`src/design/lovt_pkg.sv`:
```
// Shared constants for the level-order value table.
// No dependencies; the top level references these by scoped names.
package lovt_pkg;

    // Operation codes carried in the input item
    localparam logic [1:0] OP_INSERT = 2'd0;
    localparam logic [1:0] OP_DELETE = 2'd1;
    localparam logic [1:0] OP_SEARCH = 2'd2;

    // Result status codes
    localparam logic [1:0] STAT_OK      = 2'd0;
    localparam logic [1:0] STAT_FULL    = 2'd1;
    localparam logic [1:0] STAT_EMPTY   = 2'd2;
    localparam logic [1:0] STAT_MISSING = 2'd3;

    // Fixed field widths of the stream payloads
    localparam int OPCODE_W   = 2;
    localparam int IN_VALUE_W = 32;
    localparam int COUNT_W    = 7;
    localparam int S_TDATA_W  = 40;
    localparam int M_TDATA_W  = 16;

endpackage

```
`src/design/level_order_value_table.sv`:
```
// Level-order value table: complete binary tree of keys held in one RAM plus a count.
// Depends on lovt_pkg (codes, field widths) and lovt_ram (entry storage).
//
//  channel | direction | tdata fields (low bit up)                   | tuser
//  s_*     | in        | opcode[1:0], value[33:2], zero pad          | -
//  m_*     | out       | found[0], status[2:1], entry_count[9:3], pad | -
//
// Insert, an unused opcode and any operation on an empty table go straight from accept
// to the finish state; delete and search first scan the live entries one RAM read per
// cycle, since the entry RAM has a single read port. Reset clears the count and all
// control state; the entry RAM is not cleared, since only entries below the count ever
// reach a result. A finished result waits in the output register while the next item
// is accepted and worked on; that item holds in its final state only until the output
// register frees.
module level_order_value_table #(
    parameter int CAPACITY    = 64,
    parameter int VALUE_WIDTH = 32
) (
    input  logic                              clk,
    input  logic                              rst_n,
    input  logic                              s_tvalid,
    output logic                              s_tready,
    input  logic [lovt_pkg::S_TDATA_W-1:0]    s_tdata,   // opcode, value, zero pad
    output logic                              m_tvalid,
    input  logic                              m_tready,
    output logic [lovt_pkg::M_TDATA_W-1:0]    m_tdata    // found, status, entry_count, pad
);

    localparam int AW = (CAPACITY > 1) ? $clog2(CAPACITY) : 1;
    localparam int CW = $clog2(CAPACITY + 1);

    typedef enum logic [1:0] {
        S_IDLE,
        S_SCAN,
        S_FINISH
    } state_t;

    // Registers
    state_t                 state_reg,      state_next;
    logic [1:0]             op_reg,         op_next;
    logic [VALUE_WIDTH-1:0] key_reg,        key_next;
    logic [AW-1:0]          idx_reg,        idx_next;
    logic [AW-1:0]          hit_idx_reg,    hit_idx_next;
    logic                   hit_valid_reg,  hit_valid_next;
    logic                   res_found_reg,  res_found_next;
    logic [1:0]             res_status_reg, res_status_next;
    logic [CW-1:0]          count_reg,      count_next;
    logic                   m_tvalid_reg,   m_tvalid_next;
    logic                   m_found_reg,    m_found_next;
    logic [1:0]             m_status_reg,   m_status_next;
    logic [lovt_pkg::COUNT_W-1:0] m_count_reg, m_count_next;

    // Input unpacking
    logic [1:0]                          in_op;
    logic [lovt_pkg::IN_VALUE_W-1:0]     in_value;
    logic [lovt_pkg::IN_VALUE_W+VALUE_WIDTH-1:0] in_value_ext;
    logic [VALUE_WIDTH-1:0]              in_key;

    // RAM ports
    logic                   wr_en;
    logic [AW-1:0]          wr_addr;
    logic [VALUE_WIDTH-1:0] wr_data;
    logic [AW-1:0]          rd_addr;
    logic [VALUE_WIDTH-1:0] rd_data;

    // Scan helpers
    logic                   hit_now;
    logic                   hit_any;
    logic [AW-1:0]          hit_final;
    logic [CW-1:0]          count_m1;
    logic                   scan_last;
    logic                   accept;
    logic [CW+lovt_pkg::COUNT_W-1:0] count_wide;

    assign in_op        = s_tdata[lovt_pkg::OPCODE_W-1:0];
    assign in_value     = s_tdata[lovt_pkg::OPCODE_W+lovt_pkg::IN_VALUE_W-1:lovt_pkg::OPCODE_W];
    // sign-extend the 32-bit field, then keep VALUE_WIDTH bits
    assign in_value_ext = {{VALUE_WIDTH{in_value[lovt_pkg::IN_VALUE_W-1]}}, in_value};
    assign in_key       = in_value_ext[VALUE_WIDTH-1:0];

    assign s_tready = (state_reg == S_IDLE);
    assign accept   = s_tvalid && s_tready;

    // Read data during a scan belongs to entry idx_reg
    assign hit_now   = (rd_data == key_reg);
    assign hit_any   = hit_now || hit_valid_reg;
    assign hit_final = hit_now ? idx_reg : hit_idx_reg;
    assign count_m1  = CW'(count_reg - 1'b1);
    assign scan_last = (CW'(idx_reg) == count_m1);
    assign count_wide = (CW + lovt_pkg::COUNT_W)'(count_reg);

    lovt_ram #(
        .WIDTH (VALUE_WIDTH),
        .DEPTH (CAPACITY)
    ) u_entry_ram (
        .clk     (clk),
        .wr_en   (wr_en),
        .wr_addr (wr_addr),
        .wr_data (wr_data),
        .rd_addr (rd_addr),
        .rd_data (rd_data)
    );

    always_comb
    begin
        state_next      = state_reg;
        op_next         = op_reg;
        key_next        = key_reg;
        idx_next        = idx_reg;
        hit_idx_next    = hit_idx_reg;
        hit_valid_next  = hit_valid_reg;
        res_found_next  = res_found_reg;
        res_status_next = res_status_reg;
        count_next      = count_reg;
        m_tvalid_next   = m_tvalid_reg;
        m_found_next    = m_found_reg;
        m_status_next   = m_status_reg;
        m_count_next    = m_count_reg;

        wr_en   = 1'b0;
        wr_addr = count_reg[AW-1:0];
        wr_data = in_key;
        rd_addr = '0;

        // drop the held result once it is taken
        if (m_tvalid_reg && m_tready)
        begin
            m_tvalid_next = 1'b0;
        end

        case (state_reg)
            S_IDLE:
            begin
                // issue the read of entry 0 so a scan can compare next cycle
                rd_addr = '0;
                if (accept)
                begin
                    op_next         = in_op;
                    key_next        = in_key;
                    idx_next        = '0;
                    hit_valid_next  = 1'b0;
                    res_found_next  = 1'b0;
                    res_status_next = lovt_pkg::STAT_OK;
                    state_next      = S_FINISH;
                    case (in_op)
                        lovt_pkg::OP_INSERT:
                        begin
                            if (count_reg == CW'(CAPACITY))
                            begin
                                res_status_next = lovt_pkg::STAT_FULL;
                            end
                            else
                            begin
                                // append at the next level-order slot
                                wr_en      = 1'b1;
                                count_next = CW'(count_reg + 1'b1);
                            end
                        end
                        lovt_pkg::OP_DELETE,
                        lovt_pkg::OP_SEARCH:
                        begin
                            if (count_reg == '0)
                            begin
                                res_status_next = lovt_pkg::STAT_EMPTY;
                            end
                            else
                            begin
                                state_next = S_SCAN;
                            end
                        end
                        default:
                        begin
                            // unused opcode: the table is left unchanged
                        end
                    endcase
                end
            end

            S_SCAN:
            begin
                rd_addr = AW'(idx_reg + 1'b1);
                if (hit_now)
                begin
                    hit_idx_next   = idx_reg;
                    hit_valid_next = 1'b1;
                end
                if (scan_last)
                begin
                    state_next = S_FINISH;
                    if (!hit_any)
                    begin
                        res_status_next = lovt_pkg::STAT_MISSING;
                    end
                    else
                    begin
                        res_found_next = 1'b1;
                        if (op_reg == lovt_pkg::OP_DELETE)
                        begin
                            // rd_data is the last live entry: move it onto the match
                            wr_en      = 1'b1;
                            wr_addr    = hit_final;
                            wr_data    = rd_data;
                            count_next = count_m1;
                        end
                    end
                end
                else
                begin
                    idx_next = AW'(idx_reg + 1'b1);
                end
            end

            S_FINISH:
            begin
                if (!m_tvalid_reg || m_tready)
                begin
                    m_tvalid_next = 1'b1;
                    m_found_next  = res_found_reg;
                    m_status_next = res_status_reg;
                    m_count_next  = count_wide[lovt_pkg::COUNT_W-1:0];
                    state_next    = S_IDLE;
                end
            end

            default:
            begin
                state_next = S_IDLE;
            end
        endcase
    end

    always_ff @(posedge clk or negedge rst_n)
    begin
        if (!rst_n)
        begin
            state_reg      <= S_IDLE;
            count_reg      <= '0;
            hit_valid_reg  <= 1'b0;
            m_tvalid_reg   <= 1'b0;
        end
        else
        begin
            state_reg      <= state_next;
            count_reg      <= count_next;
            hit_valid_reg  <= hit_valid_next;
            m_tvalid_reg   <= m_tvalid_next;
        end
    end

    // Payload registers hold without reset
    always_ff @(posedge clk)
    begin
        op_reg         <= op_next;
        key_reg        <= key_next;
        idx_reg        <= idx_next;
        hit_idx_reg    <= hit_idx_next;
        res_found_reg  <= res_found_next;
        res_status_reg <= res_status_next;
        m_found_reg    <= m_found_next;
        m_status_reg   <= m_status_next;
        m_count_reg    <= m_count_next;
    end

    assign m_tvalid = m_tvalid_reg;
    assign m_tdata  = {6'b0, m_count_reg, m_status_reg, m_found_reg};

`ifndef SYNTHESIS
    a_count_bound: assert property (@(posedge clk) disable iff (!rst_n)
        count_reg <= CW'(CAPACITY))
        else $error("entry count above capacity");

    a_scan_in_range: assert property (@(posedge clk) disable iff (!rst_n)
        (state_reg == S_SCAN) |-> (CW'(idx_reg) < count_reg))
        else $error("scan index beyond live entries");

    a_found_ok: assert property (@(posedge clk) disable iff (!rst_n)
        (m_tvalid_reg && m_found_reg) |-> (m_status_reg == lovt_pkg::STAT_OK))
        else $error("found result without ok status");

    a_delete_shrinks: assert property (@(posedge clk) disable iff (!rst_n)
        ((state_reg == S_SCAN) && scan_last && hit_any && (op_reg == lovt_pkg::OP_DELETE))
        |=> (count_reg == CW'($past(count_reg) - 1'b1)))
        else $error("matched delete did not shrink the count");
`endif

endmodule

```
`src/design/lovt_ram.sv`:
```
// Generic single-port-write, single-port-read RAM with registered read data.
// No dependencies.
module lovt_ram #(
    parameter int WIDTH = 32,
    parameter int DEPTH = 64
) (
    input  logic                                   clk,
    input  logic                                   wr_en,
    input  logic [(DEPTH > 1 ? $clog2(DEPTH) : 1)-1:0] wr_addr,
    input  logic [WIDTH-1:0]                       wr_data,
    input  logic [(DEPTH > 1 ? $clog2(DEPTH) : 1)-1:0] rd_addr,
    output logic [WIDTH-1:0]                       rd_data
);

    logic [WIDTH-1:0] mem [DEPTH];

    always_ff @(posedge clk)
    begin
        if (wr_en)
        begin
            mem[wr_addr] <= wr_data;
        end
        rd_data <= mem[rd_addr];
    end

endmodule

```
`config.mk`:
```
export PLATFORM = sky130hd
export DESIGN_NAME = level_order_value_table
export DESIGN_NICKNAME = d
export VERILOG_FILES = /design/src/design/lovt_pkg.sv /design/src/design/level_order_value_table.sv /design/src/design/lovt_ram.sv
export SDC_FILE = /design/constraint.sdc
export NUM_CORES = 2
export LEC_CHECK = 0
export BUFFER_PORTS_ARGS = -buffer_cell sky130_fd_sc_hd__buf_4
export CELL_PAD_IN_SITES_DETAIL_PLACEMENT = 1
export CELL_PAD_IN_SITES_GLOBAL_PLACEMENT = 1
export CORE_UTILIZATION = 45
export DETAILED_ROUTE_END_ITERATION = 10
export HOLD_SLACK_MARGIN = 0.06
export PLACE_DENSITY_LB_ADDON = 0.15
export SETUP_SLACK_MARGIN = 0.3
export SKIP_CTS_REPAIR_TIMING = 1
export SYNTH_ARGS = -nofsm -noshare
export SYNTH_HDL_FRONTEND = slang
export SYNTH_SLANG_ARGS = --single-unit
```
`constraint.sdc`:
```
create_clock -name clk -period 4.3 [get_ports clk]
set_input_delay 1.29 -clock clk [delete_from_list [all_inputs] [get_ports clk]]
set_output_delay 1.29 -clock clk [all_outputs]
set_load 0.02 [all_outputs]
```
Word-level counts from Yosys, hierarchy flattened:

Memories as Yosys holds them, arrays and structs flattened. A register that Yosys moved wholly into a read port is not among the register bits.
Cells that the tools add are included.

* input bits: 44
* register bits after elaboration: 70
* RAM bits: 2048
* output and inout port bits: 18
* logic and storage cells: 104
* memories kept: 1

* equality and inequality tests: 18
* reduce and logical (&&, ||, !) cells: 18
* add/subtract/negate cells: 3
* muxes and demuxes: 51

Memory list
* u_entry_ram.mem: depth 64, bits a word 32, read ports 1, clocked after Yosys merged registers in 1, write ports 1, RTL line lovt_ram.sv:15 `logic [WIDTH-1:0] mem [DEPTH];`

Operator list (count)
* $mux 32: 4
* $mux 6: 8
* $mux 7: 6
* $eq 32x32->1: 1
* $mux 2: 9
* $mux 1: 16
* $ne 2x2->1 const B: 8
* $pmux 7 s2: 1
* $pmux 6 s2: 1
* $reduce_and 3->1: 3
* $pmux 2 s2: 2
* $reduce_and 4->1: 2
* $add 7x1->7 const B: 1
* $eq 6x7->1: 1
* $eq 7x7->1 const B: 1
* $logic_not 7->1: 1
* $reduce_and 7->1: 1
* $sub 7x1->7 const B: 1
* $add 6x1->6 const B: 1
* $eq 2x1->1 const B: 3
* $pmux 1 s2: 3
* $pmux 2 s3: 1
* $eq 2x2->1 const B: 2
* $logic_not 2->1: 2
* 7 further kinds: 11

Logic depth before layout (Yosys ltp):

* depth after elaboration: 7
* gate-level depth with buffers: 14
* gate-level depth less buffers: 9

Hierarchy:

Synthesis repeated with hierarchy kept, for this count alone.

* cell total of the unflattened synthesis: 3639
* area total of the unflattened synthesis: 82613.0 µm²

Modules (own cells, without submodules)
* lovt_ram: times used 1, cells an instance 3324, area each 78515.3 µm²
* level_order_value_table: times used 1, cells an instance 315, area each 4097.7 µm²

Worst setup path before layout:

OpenSTA, ideal clock, no wires.

* kind: input to register
* start point: input s_tvalid
* end point: memory u_entry_ram.mem[32][0] (enable)
* stages on the path: 8
* data required time: 3879 ps
* arrival: 4396 ps
* buffers on the path: 1
* slack: -517 ps
* setup time: 421 ps
* cells stage by stage: nand2_1 > inv_1 > and3_1 > clkbuf_1 > nand2_1 > nor3_1 > a31oi_1 > nor2_1

* longest elaborated chain between the ends: 5

Ends and longest elaborated chain
* start, declared: RTL line level_order_value_table.sv:21 `input logic s_tvalid,`
* $logic_and 1x1->1: RTL line level_order_value_table.sv:82 `assign accept = s_tvalid && s_tready;`
* $mux 1: RTL line level_order_value_table.sv:136 `if (accept)`
* $pmux 1 s2: RTL line level_order_value_table.sv:131 `case (state_reg)`
* $mux 1: RTL line lovt_ram.sv:19 `if (wr_en)`
* $mux 1 (not written as such): RTL line lovt_ram.sv:21 `mem[wr_addr] <= wr_data;`
* end, declared: RTL line lovt_ram.sv:15

Every way passes these cells.

Worst setup path after layout:

* start point: register idx_reg[1]
* end point: register u_entry_ram.rd_data[16], read port of u_entry_ram.mem

* longest elaborated chain between the ends: 2

Ends and longest elaborated chain
* start, declared: RTL line level_order_value_table.sv:42 `logic [AW-1:0] idx_reg, idx_next;`
* start signal, assigned: RTL line level_order_value_table.sv:255 `idx_reg <= idx_next;`
* $add 6x1->6: RTL line level_order_value_table.sv:181 `rd_addr = AW'(idx_reg + 1'b1);`
* $mux 6: RTL line level_order_value_table.sv:131
* end, declared: RTL line lovt_ram.sv:12 `output logic [WIDTH-1:0] rd_data`

Every way passes these cells.
A chain may end at the register's enable or synchronous reset.

==> results.json <==
{
  "cts_root_buf": "clkbuf_16",
  "fp.dieW_um": 435,
  "ys_warn_count": 0,
  "cp-end-kind": "flop",
  "clk_pin_slew_worst_paths_ps": 60,
  "slew_headroom_pct": 15.8,
  "worstPathArrival_ps": 4880,
  "setup_viol": 0,
  "seq_area_frac_synth_pct": 76.2,
  "io_buffers": 49,
  "grtUsageTotal_pct": 26.4,
  "drt-vias-per-instance": 6.13,
  "rows": 158,
  "yosysUniqueCellTypes": 78,
  "cts-buffers-inserted": 215,
  "period_needed_ps": 4150,
  "largest_reg_flops": 2048,
  "post_drt_wl_per_cell_um": 30.0,
  "synth_top_family_by_area": "compound AO/OA/AOI/OAI gates",
  "antenna_found_initial": 3,
  "fin_util_pct": 52.8,
  "coreArea_sq_mm": 0.186,
  "max_freq_mhz": 241,
  "vias": 51600,
  "tightest_slew_ps": 1230,
  "drv_slew": 0,
  "ant_nets": 0,
  "place_hpwl_mm": 138,
  "crit_type": "flop to flop",
  "syn-cell-area_sq_mm": 0.0842,
  "place.gp.congestion": 0.834,
  "outcome": "finished, final reports clean",
  "die_h_um": 435,
  "final_cells": 8421,
  "first_iter_violations": 5152,
  "ios": 62,
  "n_fill_cell": 17300,
  "firstDrtPassIters": 5,
  "cts_buffer_depth": 3,
  "critPathLaunchType": "flop",
  "synthSimpleGateAreaFrac_pct": 7.37,
  "drc": 0,
  "worst_hold_slack_ps": 277,
  "maxCapViolations": 0,
  "fin_total_pwr_w": 0.0597,
  "finClkSkew_ps": 36.1,
  "max-vdd-ir-drop_mv": 0.588,
  "power.density_mw_per_mm2": 609,
  "design.die.area_sq_mm": 0.189,
  "cp.required_ps": 5030,
  "synth_flop_cell": "edfxtp_1",
  "synth_mux_area_share_pct": 3.43,
  "grt_pass1_wl_mm": 363,
  "synth_seq_cells": 2150,
  "synth-adder-area-share_pct": 0.0892,
  "synth_edf_count": 2107,
  "syn-instance-count": 5541,
  "syn_to_final_growth_pct": 16.4,
  "syn_area_per_cell_sq_um": 15.2,
  "dp.cells": 7968,
  "cts_tree": "done",
  "start_util_pct": 45.4,
  "wirelength_mm": 253,
  "hold_class": "input port to asynchronous set/reset pin",
  "rsz0062_at_grt": "yes",
  "clkLatencyLatePin_ps": 860,
  "critical_path.max_fanout": 28,
  "async_flop_share_pct": 0.512,
  "synth-compound-area-share_pct": 10.0,
  "synth_xor_area_share_pct": 0.520,
  "grt_max_degree": 175,
  "p_leak_nw": 31.5,
  "overflow": 0,
  "grt_pass1_vias": 52400,
  "design.final.nets": 5809,
  "hold_viol_final": 0,
  "finalCritPeriodShare_pct": 96.5,
  "cts.sinks": 2150,
  "htree_levels": 4,
  "layout-drive-gt1-share_pct": 15.0
}
[worst max-delay path: stages, from the launching register on]
cell       delay [ps]
edfxtp_1          550
ha_1              470
nand2_8           230
inv_2             480
mux4_2            380
a2111oi_0        1080
a2111oi_1         220
buf_4             260
a211o_1           330
[cell type report]
cell class              instances  area (sq um)  area share [%]
diodes                          1          2.50         0.00255
clock buffers                 281          5700            5.82
clock inverters               117          1090            1.11
inverters                      21          96.3          0.0983
multi-input cells            2958         18900            19.3
flip-flops and latches       2150         64200            65.5
well taps                    2480          3100            3.17
repair buffers                413          4910            5.01
[cells in the mapped netlist (42+ instances only)]
master | n | area share, %
o22ai_1 | 198 | 1.5
o221ai_1 | 262 | 2.7
buf_1 | 51 | 0.23
buf_2 | 153 | 0.91
nor2_1 | 159 | 0.71
a22oi_1 | 89 | 0.79
clkbuf_1 | 194 | 0.86
and3_1 | 42 | 0.31
mux2_2 | 58 | 0.78
nand3_1 | 405 | 2.4
a21oi_1 | 159 | 0.95
a211oi_1 | 57 | 0.51
nand2_1 | 735 | 3.3
edfxtp_1 | 2107 | 75
o21ai_0 | 184 | 1.1
mux2i_1 | 187 | 2.2
[metrics by stage]
stage	area (sq um)	worst slack (ps)	TNS, ps
CTS	97200	-600	-559030
floorplan	84500	-19.6	-17750
global placement	90400	-537	-504000
finish	98000	149	0
global route	98000	147	0
detailed placement	90400	-547	-430930
[cells in the final DEF, fill, tap and decap left out, types with 159 or more instances in the layout]
master,netlist,routed
mux2i_1,187,186
edfxtp_1,2107,2107
nand3_1,405,405
buf_4,17,268
o22ai_1,198,198
nand2_1,735,735
o221ai_1,262,262
o21ai_0,184,183
clkbuf_16,0,218
a21oi_1,159,159
[power breakdown]
group | switching [W] | internal, W
clock | 0.00800 | 0.0103
combinational | 0.0120 | 0.00553
sequential | 0.000317 | 0.0235
[routing by layer]
layer  wire length, um  vias to the layer above  track usage (%)
li1                  -                    22300                -
met1            110000                    27400             37.0
met2            122000                     1562             43.1
met3             13100                      340             3.20
met4              7510                        2             8.32
met5                12                        -                0
[cell families (layout without fill, tap and decap cells)]
family                     Yosys count  in the layout
buffers and inverters              442            832
adders and majority gates            6              6
other                                1              7
AOI/OAI and AO/OA                 1203           1203
muxes                              261            261
and+or+nand+nor                   1428           1432
DFF                               2150           2150
xor gates and xnor gates            50             50
[path summary, 6_finish.rpt]
path | endpoint | cells after the start | start | slack, ps
worst max-delay path | u_entry_ram.rd_data[16] | 8 | idx_reg[1] | 150
worst min-delay path | m_tvalid | 1 | rst_n | 280
worst max register to register | u_entry_ram.rd_data[16] | 8 | idx_reg[1] | 150
worst min register to register | m_found_reg | 0 | res_found_reg | 430
max in group asynchronous | count_reg[0] | 1 | rst_n | 3850
min in group clk | m_found_reg | 0 | res_found_reg | 430
Note: power is estimated with default switching activity, not from simulation.
